[src/design/assert_macros.svh]
// Assertion macros used by the reassembler core.
`ifndef ASSERT_MACROS_SVH
`define ASSERT_MACROS_SVH

`ifndef SYNTHESIS

// Checked on every clock edge outside reset.
`define LPR_ASSERT(name, clk, rst_n, prop, msg) \
    name: assert property (@(posedge clk) disable iff (!rst_n) prop) else $error(msg);

// Checked on every clock edge, reset included.
`define LPR_ASSERT_ALWAYS(name, clk, prop, msg) \
    name: assert property (@(posedge clk) prop) else $error(msg);

`else

`define LPR_ASSERT(name, clk, rst_n, prop, msg)
`define LPR_ASSERT_ALWAYS(name, clk, prop, msg)

`endif

`endif

[src/design/lpr_pkg.sv]
// Types and constants of the link packet reassembler.
package lpr_pkg;

    localparam int BYTE_W   = 8;
    localparam int SEQ_W    = 8;
    localparam int HDR_W    = 3;
    localparam int LEN_W    = 32;
    localparam int CFG_W    = 15;
    localparam int OFFS_W   = 14;
    localparam int PBYTES_W = 15;

    // Length header is four bytes, little-endian.
    localparam logic [HDR_W-1:0] HDR_BYTES = 3'd4;

    // Buffer capacity after reset.
    localparam logic [CFG_W-1:0] CAP_RESET = 15'd16384;

    // One received word.
    typedef struct packed {
        logic [BYTE_W-1:0] rx_byte;
        logic              frame_first;
        logic              frame_last;
    } t_in_word;

    // One result word.
    typedef struct packed {
        logic                write_valid;
        logic [BYTE_W-1:0]   write_byte;
        logic [OFFS_W-1:0]   write_offset;
        logic                packet_done;
        logic [PBYTES_W-1:0] packet_bytes;
        logic                out_of_sync;
        logic                overflow;
    } t_out_word;

endpackage

[src/design/lpr_in_stage.sv]
// Input register stage: holds one received word for the core.
module lpr_in_stage import lpr_pkg::*; (
    input  logic     i_clk,
    input  logic     i_rst_n,
    input  logic     i_valid,
    input  t_in_word i_word,
    input  logic     i_advance,
    output logic     o_stall,
    output logic     o_valid,
    output t_in_word o_word
);

    logic     r_valid;
    t_in_word r_word;

    // Stall only while a held word cannot move on.
    assign o_stall = r_valid && !i_advance;
    assign o_valid = r_valid;
    assign o_word  = r_word;

    // Valid flag.
    always_ff @(posedge i_clk) begin
        if (!i_rst_n) begin
            r_valid <= 1'b0;
        end else if (!o_stall) begin
            r_valid <= i_valid;
        end
    end

    // Payload, loaded on accept.
    always_ff @(posedge i_clk) begin
        if (!o_stall && i_valid) begin
            r_word <= i_word;
        end
    end

endmodule

[src/design/lpr_core.sv]
// Reassembly state and per-word logic: sequence check, header, offsets, completion.
`include "assert_macros.svh"

module lpr_core import lpr_pkg::*; #(
    parameter int MAX_PACKET_BYTES = 16384
) (
    input  logic             i_clk,
    input  logic             i_rst_n,
    input  logic             i_cfg_we,
    input  logic [CFG_W-1:0] i_cfg_data,
    input  logic             i_fire,
    input  t_in_word         i_word,
    output logic             o_res_valid,
    output t_out_word        o_res_word
);

    // Capacity compare width covers both the register and the limit.
    localparam int LIM_W = $clog2(MAX_PACKET_BYTES + 1);
    localparam int CAP_W = (LIM_W > CFG_W) ? LIM_W : CFG_W;
    localparam logic [CAP_W-1:0] CAP_LIMIT = CAP_W'(MAX_PACKET_BYTES);

    logic [CFG_W-1:0]    r_capacity;
    logic [SEQ_W-1:0]    r_exp_seq,  n_exp_seq;
    logic [HDR_W-1:0]    r_hdr_cnt,  n_hdr_cnt;
    logic [LEN_W-1:0]    r_pkt_len,  n_pkt_len;
    logic [LEN_W-1:0]    r_rcv_cnt,  n_rcv_cnt;
    logic [CFG_W-1:0]    r_stored,   n_stored;
    logic                r_resync,   n_resync;
    logic                r_open,     n_open;

    logic [CAP_W-1:0]    cap;
    logic                wvalid;
    logic                done;
    logic                oos;
    logic                ovf;
    logic [CFG_W-1:0]    woff;
    logic [CFG_W-1:0]    pbytes;

    // Effective capacity is the lesser of the register and the limit.
    always_comb begin
        if (CAP_W'(r_capacity) < CAP_LIMIT) begin
            cap = CAP_W'(r_capacity);
        end else begin
            cap = CAP_LIMIT;
        end
    end

    // Next state and result flags for the word in the input register.
    always_comb begin
        n_exp_seq = r_exp_seq;
        n_hdr_cnt = r_hdr_cnt;
        n_pkt_len = r_pkt_len;
        n_rcv_cnt = r_rcv_cnt;
        n_stored  = r_stored;
        n_resync  = r_resync;
        n_open    = r_open;
        wvalid    = 1'b0;
        done      = 1'b0;
        oos       = 1'b0;
        ovf       = 1'b0;
        woff      = '0;
        pbytes    = '0;
        if (i_fire) begin
            if (i_word.frame_first) begin
                n_open = 1'b0;
                // While resyncing, only a frame with sequence zero is looked at.
                if (!(r_resync && (i_word.rx_byte != '0))) begin
                    n_resync = 1'b0;
                    if (i_word.rx_byte != r_exp_seq) begin
                        n_exp_seq = '0;
                        n_hdr_cnt = '0;
                        n_pkt_len = '0;
                        n_rcv_cnt = '0;
                        n_stored  = '0;
                        n_resync  = 1'b1;
                        oos       = 1'b1;
                    end else begin
                        n_exp_seq = r_exp_seq + 1'b1;
                        n_open    = 1'b1;
                    end
                end
            end else if (r_open) begin
                if (r_hdr_cnt < HDR_BYTES) begin
                    // Length header byte, least significant first.
                    n_pkt_len[8*r_hdr_cnt[1:0] +: 8] = i_word.rx_byte;
                    n_hdr_cnt = r_hdr_cnt + 1'b1;
                end else begin
                    // Data byte: count it, then store it if there is room.
                    if (r_rcv_cnt != '1) begin
                        n_rcv_cnt = r_rcv_cnt + 1'b1;
                    end
                    if (CAP_W'(r_stored) < cap) begin
                        wvalid   = 1'b1;
                        woff     = r_stored;
                        n_stored = r_stored + 1'b1;
                    end else begin
                        ovf = 1'b1;
                    end
                end
            end
            // Completion check at the end of an open frame.
            if (i_word.frame_last && n_open) begin
                n_open = 1'b0;
                if ((n_hdr_cnt == HDR_BYTES) && (n_rcv_cnt >= n_pkt_len)) begin
                    done      = 1'b1;
                    pbytes    = n_stored;
                    n_exp_seq = '0;
                    n_hdr_cnt = '0;
                    n_pkt_len = '0;
                    n_rcv_cnt = '0;
                    n_stored  = '0;
                end
            end
        end
    end

    // Result word, with unused fields held at zero.
    assign o_res_valid = wvalid || done || oos || ovf;
    always_comb begin
        o_res_word.write_valid  = wvalid;
        o_res_word.write_byte   = wvalid ? i_word.rx_byte : '0;
        o_res_word.write_offset = woff[OFFS_W-1:0];
        o_res_word.packet_done  = done;
        o_res_word.packet_bytes = PBYTES_W'(pbytes);
        o_res_word.out_of_sync  = oos;
        o_res_word.overflow     = ovf;
    end

    // Capacity register.
    always_ff @(posedge i_clk) begin
        if (!i_rst_n) begin
            r_capacity <= CAP_RESET;
        end else if (i_cfg_we) begin
            r_capacity <= i_cfg_data;
        end
    end

    // Packet state registers.
    always_ff @(posedge i_clk) begin
        if (!i_rst_n) begin
            r_exp_seq <= '0;
            r_hdr_cnt <= '0;
            r_pkt_len <= '0;
            r_rcv_cnt <= '0;
            r_stored  <= '0;
            r_resync  <= 1'b0;
            r_open    <= 1'b0;
        end else begin
            r_exp_seq <= n_exp_seq;
            r_hdr_cnt <= n_hdr_cnt;
            r_pkt_len <= n_pkt_len;
            r_rcv_cnt <= n_rcv_cnt;
            r_stored  <= n_stored;
            r_resync  <= n_resync;
            r_open    <= n_open;
        end
    end

    // The header count never runs past the header length.
    `LPR_ASSERT(a_hdr_range, i_clk, i_rst_n, r_hdr_cnt <= HDR_BYTES, "header count out of range")
    // While resyncing the expected sequence stays at zero.
    `LPR_ASSERT(a_resync_seq, i_clk, i_rst_n, r_resync |-> (r_exp_seq == '0), "resync with nonzero sequence")
    // A sequence mismatch puts the block into resync.
    `LPR_ASSERT(a_oos_resync, i_clk, i_rst_n, (o_res_valid && oos) |=> r_resync, "mismatch without resync")
    // A finished packet leaves the counters cleared.
    `LPR_ASSERT(a_done_clear, i_clk, i_rst_n, (o_res_valid && done) |=> ((r_hdr_cnt == '0) && (r_rcv_cnt == '0) && (r_stored == '0)), "packet state not cleared after done")
    // Reset leaves no resync and no header in progress.
    `LPR_ASSERT_ALWAYS(a_reset_state, i_clk, !i_rst_n |=> (!r_resync && (r_hdr_cnt == '0) && !r_open), "state not cleared by reset")

endmodule

[src/design/lpr_out_stage.sv]
// Output register stage: holds one result word until it is taken.
module lpr_out_stage import lpr_pkg::*; (
    input  logic      i_clk,
    input  logic      i_rst_n,
    input  logic      i_res_valid,
    input  t_out_word i_res_word,
    input  logic      i_stall,
    output logic      o_ready,
    output logic      o_valid,
    output t_out_word o_word
);

    logic      r_valid;
    t_out_word r_word;

    // Room for a new result when empty or when the held word leaves now.
    assign o_ready = !r_valid || !i_stall;
    assign o_valid = r_valid;
    assign o_word  = r_word;

    // Valid flag.
    always_ff @(posedge i_clk) begin
        if (!i_rst_n) begin
            r_valid <= 1'b0;
        end else if (o_ready) begin
            r_valid <= i_res_valid;
        end
    end

    // Result payload.
    always_ff @(posedge i_clk) begin
        if (o_ready && i_res_valid) begin
            r_word <= i_res_word;
        end
    end

endmodule

[src/design/link_packet_reassembler.sv]
// Path: an accepted byte is held in the input register; its result word is
// registered in the output register once that has room, and is then on the outputs.
// Throughput: one byte per cycle; the input stalls only while its register holds
// a byte and the output register is full and stalled.
// Reset: synchronous, active low; clears all packet state, the pipeline valids,
// and sets the buffer capacity to 16384. No clearing pass is needed.
module link_packet_reassembler import lpr_pkg::*; #(
    parameter int MAX_PACKET_BYTES = 16384
) (
    input  logic                i_clk,
    input  logic                i_rst_n,
    input  logic                i_cfg_we,
    input  logic [CFG_W-1:0]    i_cfg_data,
    input  logic                i_in_valid,
    output logic                o_in_stall,
    input  logic [BYTE_W-1:0]   i_rx_byte,
    input  logic                i_frame_first,
    input  logic                i_frame_last,
    output logic                o_out_valid,
    input  logic                i_out_stall,
    output logic                o_write_valid,
    output logic [BYTE_W-1:0]   o_write_byte,
    output logic [OFFS_W-1:0]   o_write_offset,
    output logic                o_packet_done,
    output logic [PBYTES_W-1:0] o_packet_bytes,
    output logic                o_out_of_sync,
    output logic                o_overflow
);

    t_in_word  in_word;
    t_in_word  held_word;
    logic      held_valid;
    logic      out_ready;
    logic      fire;
    logic      res_valid;
    t_out_word res_word;
    t_out_word out_word;

    // Gather the input fields into one word.
    assign in_word.rx_byte     = i_rx_byte;
    assign in_word.frame_first = i_frame_first;
    assign in_word.frame_last  = i_frame_last;

    // The held word is processed when the output register has room.
    assign fire = held_valid && out_ready;

    lpr_in_stage u_in_stage (
        .i_clk     (i_clk),
        .i_rst_n   (i_rst_n),
        .i_valid   (i_in_valid),
        .i_word    (in_word),
        .i_advance (out_ready),
        .o_stall   (o_in_stall),
        .o_valid   (held_valid),
        .o_word    (held_word)
    );

    lpr_core #(
        .MAX_PACKET_BYTES (MAX_PACKET_BYTES)
    ) u_core (
        .i_clk       (i_clk),
        .i_rst_n     (i_rst_n),
        .i_cfg_we    (i_cfg_we),
        .i_cfg_data  (i_cfg_data),
        .i_fire      (fire),
        .i_word      (held_word),
        .o_res_valid (res_valid),
        .o_res_word  (res_word)
    );

    lpr_out_stage u_out_stage (
        .i_clk       (i_clk),
        .i_rst_n     (i_rst_n),
        .i_res_valid (res_valid),
        .i_res_word  (res_word),
        .i_stall     (i_out_stall),
        .o_ready     (out_ready),
        .o_valid     (o_out_valid),
        .o_word      (out_word)
    );

    // Result fields to their ports.
    assign o_write_valid  = out_word.write_valid;
    assign o_write_byte   = out_word.write_byte;
    assign o_write_offset = out_word.write_offset;
    assign o_packet_done  = out_word.packet_done;
    assign o_packet_bytes = out_word.packet_bytes;
    assign o_out_of_sync  = out_word.out_of_sync;
    assign o_overflow     = out_word.overflow;

endmodule

[config.mk]
export PLATFORM = sky130hd
export DESIGN_NAME = link_packet_reassembler
export DESIGN_NICKNAME = d
export VERILOG_FILES = /design/src/design/lpr_pkg.sv /design/src/design/lpr_in_stage.sv /design/src/design/lpr_core.sv /design/src/design/lpr_out_stage.sv /design/src/design/link_packet_reassembler.sv
export VERILOG_INCLUDE_DIRS = /design/src /design/src/design
export SDC_FILE = /design/constraint.sdc
export NUM_CORES = 1
export LEC_CHECK = 0
export BUFFER_PORTS_ARGS = -buffer_cell sky130_fd_sc_hd__buf_2
export CORE_MARGIN = 8
export CORE_UTILIZATION = 60
export CTS_CLUSTER_DIAMETER = 200
export DETAILED_ROUTE_END_ITERATION = 16
export GPL_ROUTABILITY_DRIVEN = 0
export PLACE_DENSITY = 0.84
export SLEW_MARGIN = 20
export SYNTH_ARGS = -nofsm -noshare
export SYNTH_HDL_FRONTEND = slang
export SYNTH_HIERARCHICAL = 1
export SYNTH_SLANG_ARGS = --single-unit
[constraint.sdc]
create_clock -name i_clk -period 6.9 [get_ports i_clk]
set_input_delay 0.69 -clock i_clk [delete_from_list [all_inputs] [get_ports i_clk]]
set_output_delay 0.69 -clock i_clk [all_outputs]
set_load 0.05 [all_outputs]
==> results of run 1 <==
-- worst min path at each step --
stage	slack, ns	start	endpoint	depth (start not counted)
floorplan	0.44	u_core/r_pkt_len[0]	u_core/r_pkt_len[0]	2
CTS	0.42	i_rx_byte[0]	u_in_stage/o_word[2]	1
global route	0.42	i_rx_byte[1]	u_in_stage/o_word[3]	1
global placement	0.45	u_core/r_pkt_len[0]	u_core/r_pkt_len[0]	2
detailed placement	0.45	u_core/r_pkt_len[3]	u_core/r_pkt_len[3]	2
finish	0.43	i_rx_byte[0]	u_in_stage/o_word[2]	1
-- per-layer routing --
layer	GRT usage, %	part of all wire [%]	vias to the layer above
met5	0	0	-
met3	4.596	8.5	92
met1	30.58	40	4000
met2	40.69	47	482
met4	13.29	4.3	0
li1	-	-	4069
-- placed cells by master (no fill, tap or decap), drive strengths merged, types with 42 or more instances in the layout --
master / n
a21oi: 62
buf: 79
dfxtp: 109
edfxtp: 51
ha: 56
nand2: 188
nand3: 50
nand4: 42
nor2: 58
o21ai: 54
-- sequential cells by signal (all words and copies together) (netlist names) --
| signal | flops |
|---|---|
| u_core/r_pkt_len | 32 |
| u_out_stage/o_word | 41 |
| u_core/r_exp_seq | 8 |
| u_core/r_resync | 1 |
| u_core/r_stored | 15 |
| u_core/r_rcv_cnt | 32 |
| u_in_stage/o_word | 10 |
| u_core/r_capacity | 15 |
| u_out_stage/o_valid | 1 |
| u_core/r_hdr_cnt | 3 |
| u_in_stage/o_valid | 1 |
| u_core/r_open | 1 |
-- critical path: stages, from the launching register on --
cell and delay, ns:
dfxtp_1 0.52, inv_1 0.25, ha_1 0.44, inv_1 0.12, nor3_1 0.45, and3_1 0.37
nor2b_1 0.47, a22o_1 0.24, nand2_1 0.07, ha_1 0.33, nand4_1 0.13, or4_1 0.55
a31oi_1 0.34, o21ai_2 0.12, a31oi_1 0.22, and2_2 0.77
-- cells in the mapped netlist (5+ instances only) --
library cell and count:
nand2_1 187, dfxtp_1 109, ha_1 56, nor2_1 56, a21oi_1 54, clkbuf_1 52, edfxtp_1 51, nand3_1 50
o21ai_0 50, nand4_1 42, a22o_1 40, and3_1 37, mux2i_1 33, or3_1 20, nor3_1 18, a21o_1 17
o211ai_1 15, a31oi_1 14, inv_1 13, xnor2_1 13, and2_1 10, a21oi_2 8, and4_1 8, a32oi_1 7
nor2b_1 7, o31ai_1 7, a211oi_1 6, buf_6 6, nor4_1 6, or2_2 6, a22oi_1 5, buf_1 5
o21a_1 5, or4_1 5
-- final cells by class --
| class | instances | area (sq um) | share of cell area [%] |
|---|---|---|---|
| multi-input combinational | 835 | 5319 | 51.07 |
| sequential | 160 | 3714 | 35.66 |
| clock buffer | 20 | 467.9 | 4.493 |
| timing repair buffer | 79 | 425.4 | 4.085 |
| tap | 211 | 264.0 | 2.535 |
| clock inverter | 12 | 176.4 | 1.694 |
| inverter | 13 | 48.80 | 0.4685 |
-- power groups by stage --
stage / Sequential, mW / Combinational (mW) / Clock [mW]
CTS: 0.999 / 0.119 / 1.03
floorplan: 1.02 / 0.0741 / 0
global route: 1.00 / 0.128 / 1.07
detailed placement: 1.02 / 0.119 / 0
finish: 1.00 / 0.121 / 1.03
global placement: 1.02 / 0.117 / 0
-- kinds of logic after synthesis --
kind of cell    share of synthesized area, %
flops                                  39.45
fa+ha+maj                              7.444
xor+xnor                               1.303
simple gates                           25.55
compound gates                         18.65
mux                                    3.509
buf+inv                                4.094
==> results.json, run 1 <==
{
  "status": "finished, final reports clean",
  "dpl.hpwl_mm": 16.40,
  "comb_power_share_pct": 5.6,
  "cp.arrival_ns": 5.85,
  "yosysSeqAreaShare_pct": 39.45,
  "path_class": "register to register",
  "ios": 73,
  "root_buffer": "clkbuf_16",
  "grt_use_total_pct": 24.82,
  "max_slew.worst_pin.slew_ns": 1.053,
  "overflow": 0,
  "clkSinkCount": 160,
  "drive_above_1_share_pct": 12.78,
  "vdd_drop_max_v": 0.0001812,
  "cts-resized-gates": 0,
  "min_period_over_period_pct": 84.04,
  "hold_viol": 0,
  "clockBufferDepth": 2,
  "ff2ff_path_depth": 15,
  "yosys_register_bits": 160,
  "fin_tns_setup_ns": 0,
  "netSwitchingPower_mw": 0.4928,
  "utilization_pct": 68.26,
  "clkTransAtPathRegs_ns": 0.07,
  "drc": 0,
  "pwr-share-seq_pct": 46.6,
  "routed-via-count": 8643,
  "fp.dieH_um": 141.3,
  "die_area_sq_um": 19950,
  "netlist_instances": 1080,
  "syn_area_per_cell_sq_um": 8.716,
  "yosysTopAreaCell": "dfxtp_1",
  "first_pass_iters": 6,
  "finalSetupViolations": 0,
  "wl_per_cell_um": 18.68,
  "syn_nets": 1166,
  "r2r_end": "u_out_stage/o_word[17]",
  "antenna_found_initial": 0,
  "critPathMaxFanout": 41,
  "diodes": 0,
  "netlist_area_sq_um": 9413,
  "die_w_um": 141.3,
  "stdcell_area_sq_um": 10420,
  "hold_buffers": 0,
  "hold_path.class": "input pin to register",
  "drv_cap": 0,
  "placed_area_sq_um": 9771,
  "row_count": 45,
  "postCtsSetupBuffers": 0,
  "ys.flop_type": "dfxtp_1",
  "wl_mm": 24.85,
  "avgViaCountPerCell": 6.498,
  "start_util_pct": 61.69,
  "p_leak_nw": 3.952,
  "startpoint_type": "register",
  "end_kind": "register",
  "io_buffers": 72,
  "reg2reg_slack_ns": 1.10,
  "fin_crit_ns": 5.798,
  "nets": 1192,
  "synth_top_area_share_pct": 23.18,
  "synth_edf_count": 51,
  "post-place-ws_ns": 1.368,
  "cts_tree": "done",
  "reg2reg_from": "u_core/r_hdr_cnt[0]",
  "p_int_mw": 1.653,
  "fin_ws_ns": 1.102,
  "power_density_nw_per_um2": 206.0,
  "syn2layout_area_growth_pct": 10.65,
  "grt_first_pass_wirelength_mm": 40.05,
  "switching_share_pct": 22.97,
  "drt_iter0_drc": 897,
  "final_cell_count_no_fill": 1330,
  "yosys_warnings": 6,
  "synthDistinctLibCells": 71,
  "core_area_sq_um": 15260,
  "cts_max_level": 4,
  "async_reset_ff_share_pct": 0,
  "required_ns": 6.95,
  "slew_headroom_pct": 29.80,
  "placed_cells": 1298,
  "grt_start_max_net_pins": 91,
  "startpoint": "u_core/r_hdr_cnt[0]",
  "total_power_mw": 2.146,
  "clockPowerShare_pct": 47.8,
  "drv_slew": 0,
  "fin_skew_ns": 0.008327,
  "nFillCells": 1208,
  "grt_pass1_vias": 7988,
  "insertion_delay_ns": 0.43,
  "synthTopCellsByArea": "dfxtp_1 23%, edfxtp_1 16%, nand2_1 7.5%",
  "drtAntennaViolNets": 0,
  "crit_end": "u_out_stage/o_word[17]",
  "rsz0062_at_grt": "no",
  "timing.hold.ws_ns": 0.4345,
  "cts_buffers": 17,
  "max_freq_mhz": 172.5
}
No activity file was read; power rests on OpenSTA's default activity.
==> inputs of run 2 (changes only) <==
Clock period 6.9 ns to 5.6 ns, I/O delays scaled along.
==> run 2 against run 1 <==
Final area is 0.72% higher. Clock power is 18% higher. Power is 21% higher.
==> results.json, run 2 (same netlist as run 1, synthesis figures left out) <==
{
  "status": "finished, final reports clean",
  "slew_headroom_pct": 28.85,
  "drive_above_1_share_pct": 13.81,
  "final_common_cell": "nand2_1",
  "postCtsSetupBuffers": 0,
  "drt_iter0_drc": 1345,
  "power_density_nw_per_um2": 248.1,
  "multi_input_area_sq_um": 5321,
  "r2r_end": "u_core/r_rcv_cnt[10]",
  "stdcell_area_sq_um": 10490,
  "drtAntennaViolNets": 0,
  "final_cell_mix": "187 x nand2_1, 109 x dfxtp_1, 72 x buf_2, 56 x ha_1, 55 x nor2_1",
  "ios": 73,
  "reg2reg_from": "u_core/r_hdr_cnt[0]",
  "root_buffer": "clkbuf_16",
  "clkTransAtPathRegs_ns": 0.06,
  "grt_first_pass_wirelength_mm": 42.04,
  "hold_path.class": "input pin to register",
  "avgViaCountPerCell": 6.647,
  "wl_per_cell_um": 19.59,
  "grt_use_total_pct": 26.19,
  "cp.arrival_ns": 5.48,
  "antenna_found_initial": 0,
  "routed-via-count": 8914,
  "p_leak_nw": 3.991,
  "end_kind": "register",
  "drv_cap": 0,
  "hold_buffers": 0,
  "syn2layout_area_growth_pct": 11.45,
  "largest_reg_flops": 41,
  "fin_crit_ns": 5.129,
  "row_count": 45,
  "hold_viol": 0,
  "nFillCells": 1178,
  "hp-start": "i_frame_last",
  "fin_tns_setup_ns": 0,
  "dpl.hpwl_mm": 17.61,
  "grt_pass1_vias": 8089,
  "ff2ff_path_depth": 17,
  "wl_mm": 26.27,
  "reg2reg_slack_ns": 0.47,
  "startpoint_type": "register",
  "fin_ws_ns": 0.4706,
  "grt_start_max_net_pins": 65,
  "drv_slew": 0,
  "drc": 0,
  "placed_area_sq_um": 9866,
  "clkSinkCount": 160,
  "die_area_sq_um": 19950,
  "critPathMaxFanout": 11,
  "cts_max_level": 4,
  "cts_buffers": 17,
  "cts-resized-gates": 0,
  "register_area_sq_um": 3714,
  "max_freq_mhz": 195.0,
  "io_buffers": 72,
  "min_period_over_period_pct": 91.60,
  "crit_end": "u_core/r_rcv_cnt[10]",
  "insertion_delay_ns": 0.44,
  "path_class": "register to register",
  "max_slew.worst_pin.slew_ns": 1.067,
  "startpoint": "u_core/r_hdr_cnt[0]",
  "required_ns": 5.95,
  "core_area_sq_um": 15260,
  "nets": 1203,
  "start_util_pct": 61.69,
  "die_w_um": 141.3,
  "vdd_drop_max_v": 0.0002668,
  "cts_tree": "done",
  "clockBufferDepth": 2,
  "finalSetupViolations": 0,
  "first_pass_iters": 7,
  "diodes": 0,
  "fp.dieH_um": 141.3,
  "utilization_pct": 68.75,
  "overflow": 0,
  "post-place-ws_ns": 0.5631,
  "rsz0062_at_grt": "no",
  "timing.hold.ws_ns": 0.2957,
  "fin_skew_ns": 0.009270
}
-- run 2: layer usage --
metal	routed length (um)	vias to the layer above	global-route usage (%)
met5	0	-	0
met4	1101	0	13.86
met3	2745	111	6.005
met2	11870	564	41.50
met1	10550	4152	32.76
li1	-	4087	-
-- run 2: critical path, stage by stage (launching register included) --
cell	delay [ns]
dfxtp_1	0.50
inv_1	0.23
ha_1	0.43
inv_1	0.11
nor3_1	0.40
and3_1	0.31
nor2b_2	0.30
a22o_1	0.22
nand2_1	0.07
ha_1	0.30
o21ai_0	0.15
nor2_1	0.07
a2111oi_0	0.45
a31oi_1	0.25
o21a_1	0.39
buf_4	0.26
or4_1	0.40
a31oi_1	0.20
-- run 2: metrics by stage --
step / instances / total power, mW
5_1_grt: 1341 / 2.673
2_1_floorplan: 1080 / 1.353
6_report: 1341 / 2.602
4_1_cts: 1341 / 2.605
3_3_place_gp: 1309 / 1.402
3_5_place_dp: 1309 / 1.404
-- run 2: power breakdown --
| group | total (mW) | switching (mW) | internal (mW) |
|---|---|---|---|
| Clock | 1.22 | 0.480 | 0.737 |
| Sequential | 1.23 | 0.0165 | 1.21 |
| Combinational | 0.158 | 0.116 | 0.0414 |
-- run 2: worst min-delay path by stage --
stage / to / slack [ns] / cells past startpoint
after floorplan: u_core/r_pkt_len[0] / 0.44 / 2
after global placement: u_core/r_pkt_len[0] / 0.44 / 2
after detailed placement: u_core/r_pkt_len[0] / 0.45 / 2
after CTS: u_in_stage/o_word[0] / 0.29 / 1
after global routing: u_in_stage/o_word[9] / 0.28 / 1
final: u_in_stage/o_word[0] / 0.30 / 1
-- run 2: area by class of cell --
cell class,count,area share [%]
sequential,160,35.40
timing repair buffer,90,4.962
inverter,13,0.4652
clock buffer,20,4.449
clock inverter,12,1.479
tap,211,2.517
multi-input combinational,835,50.73
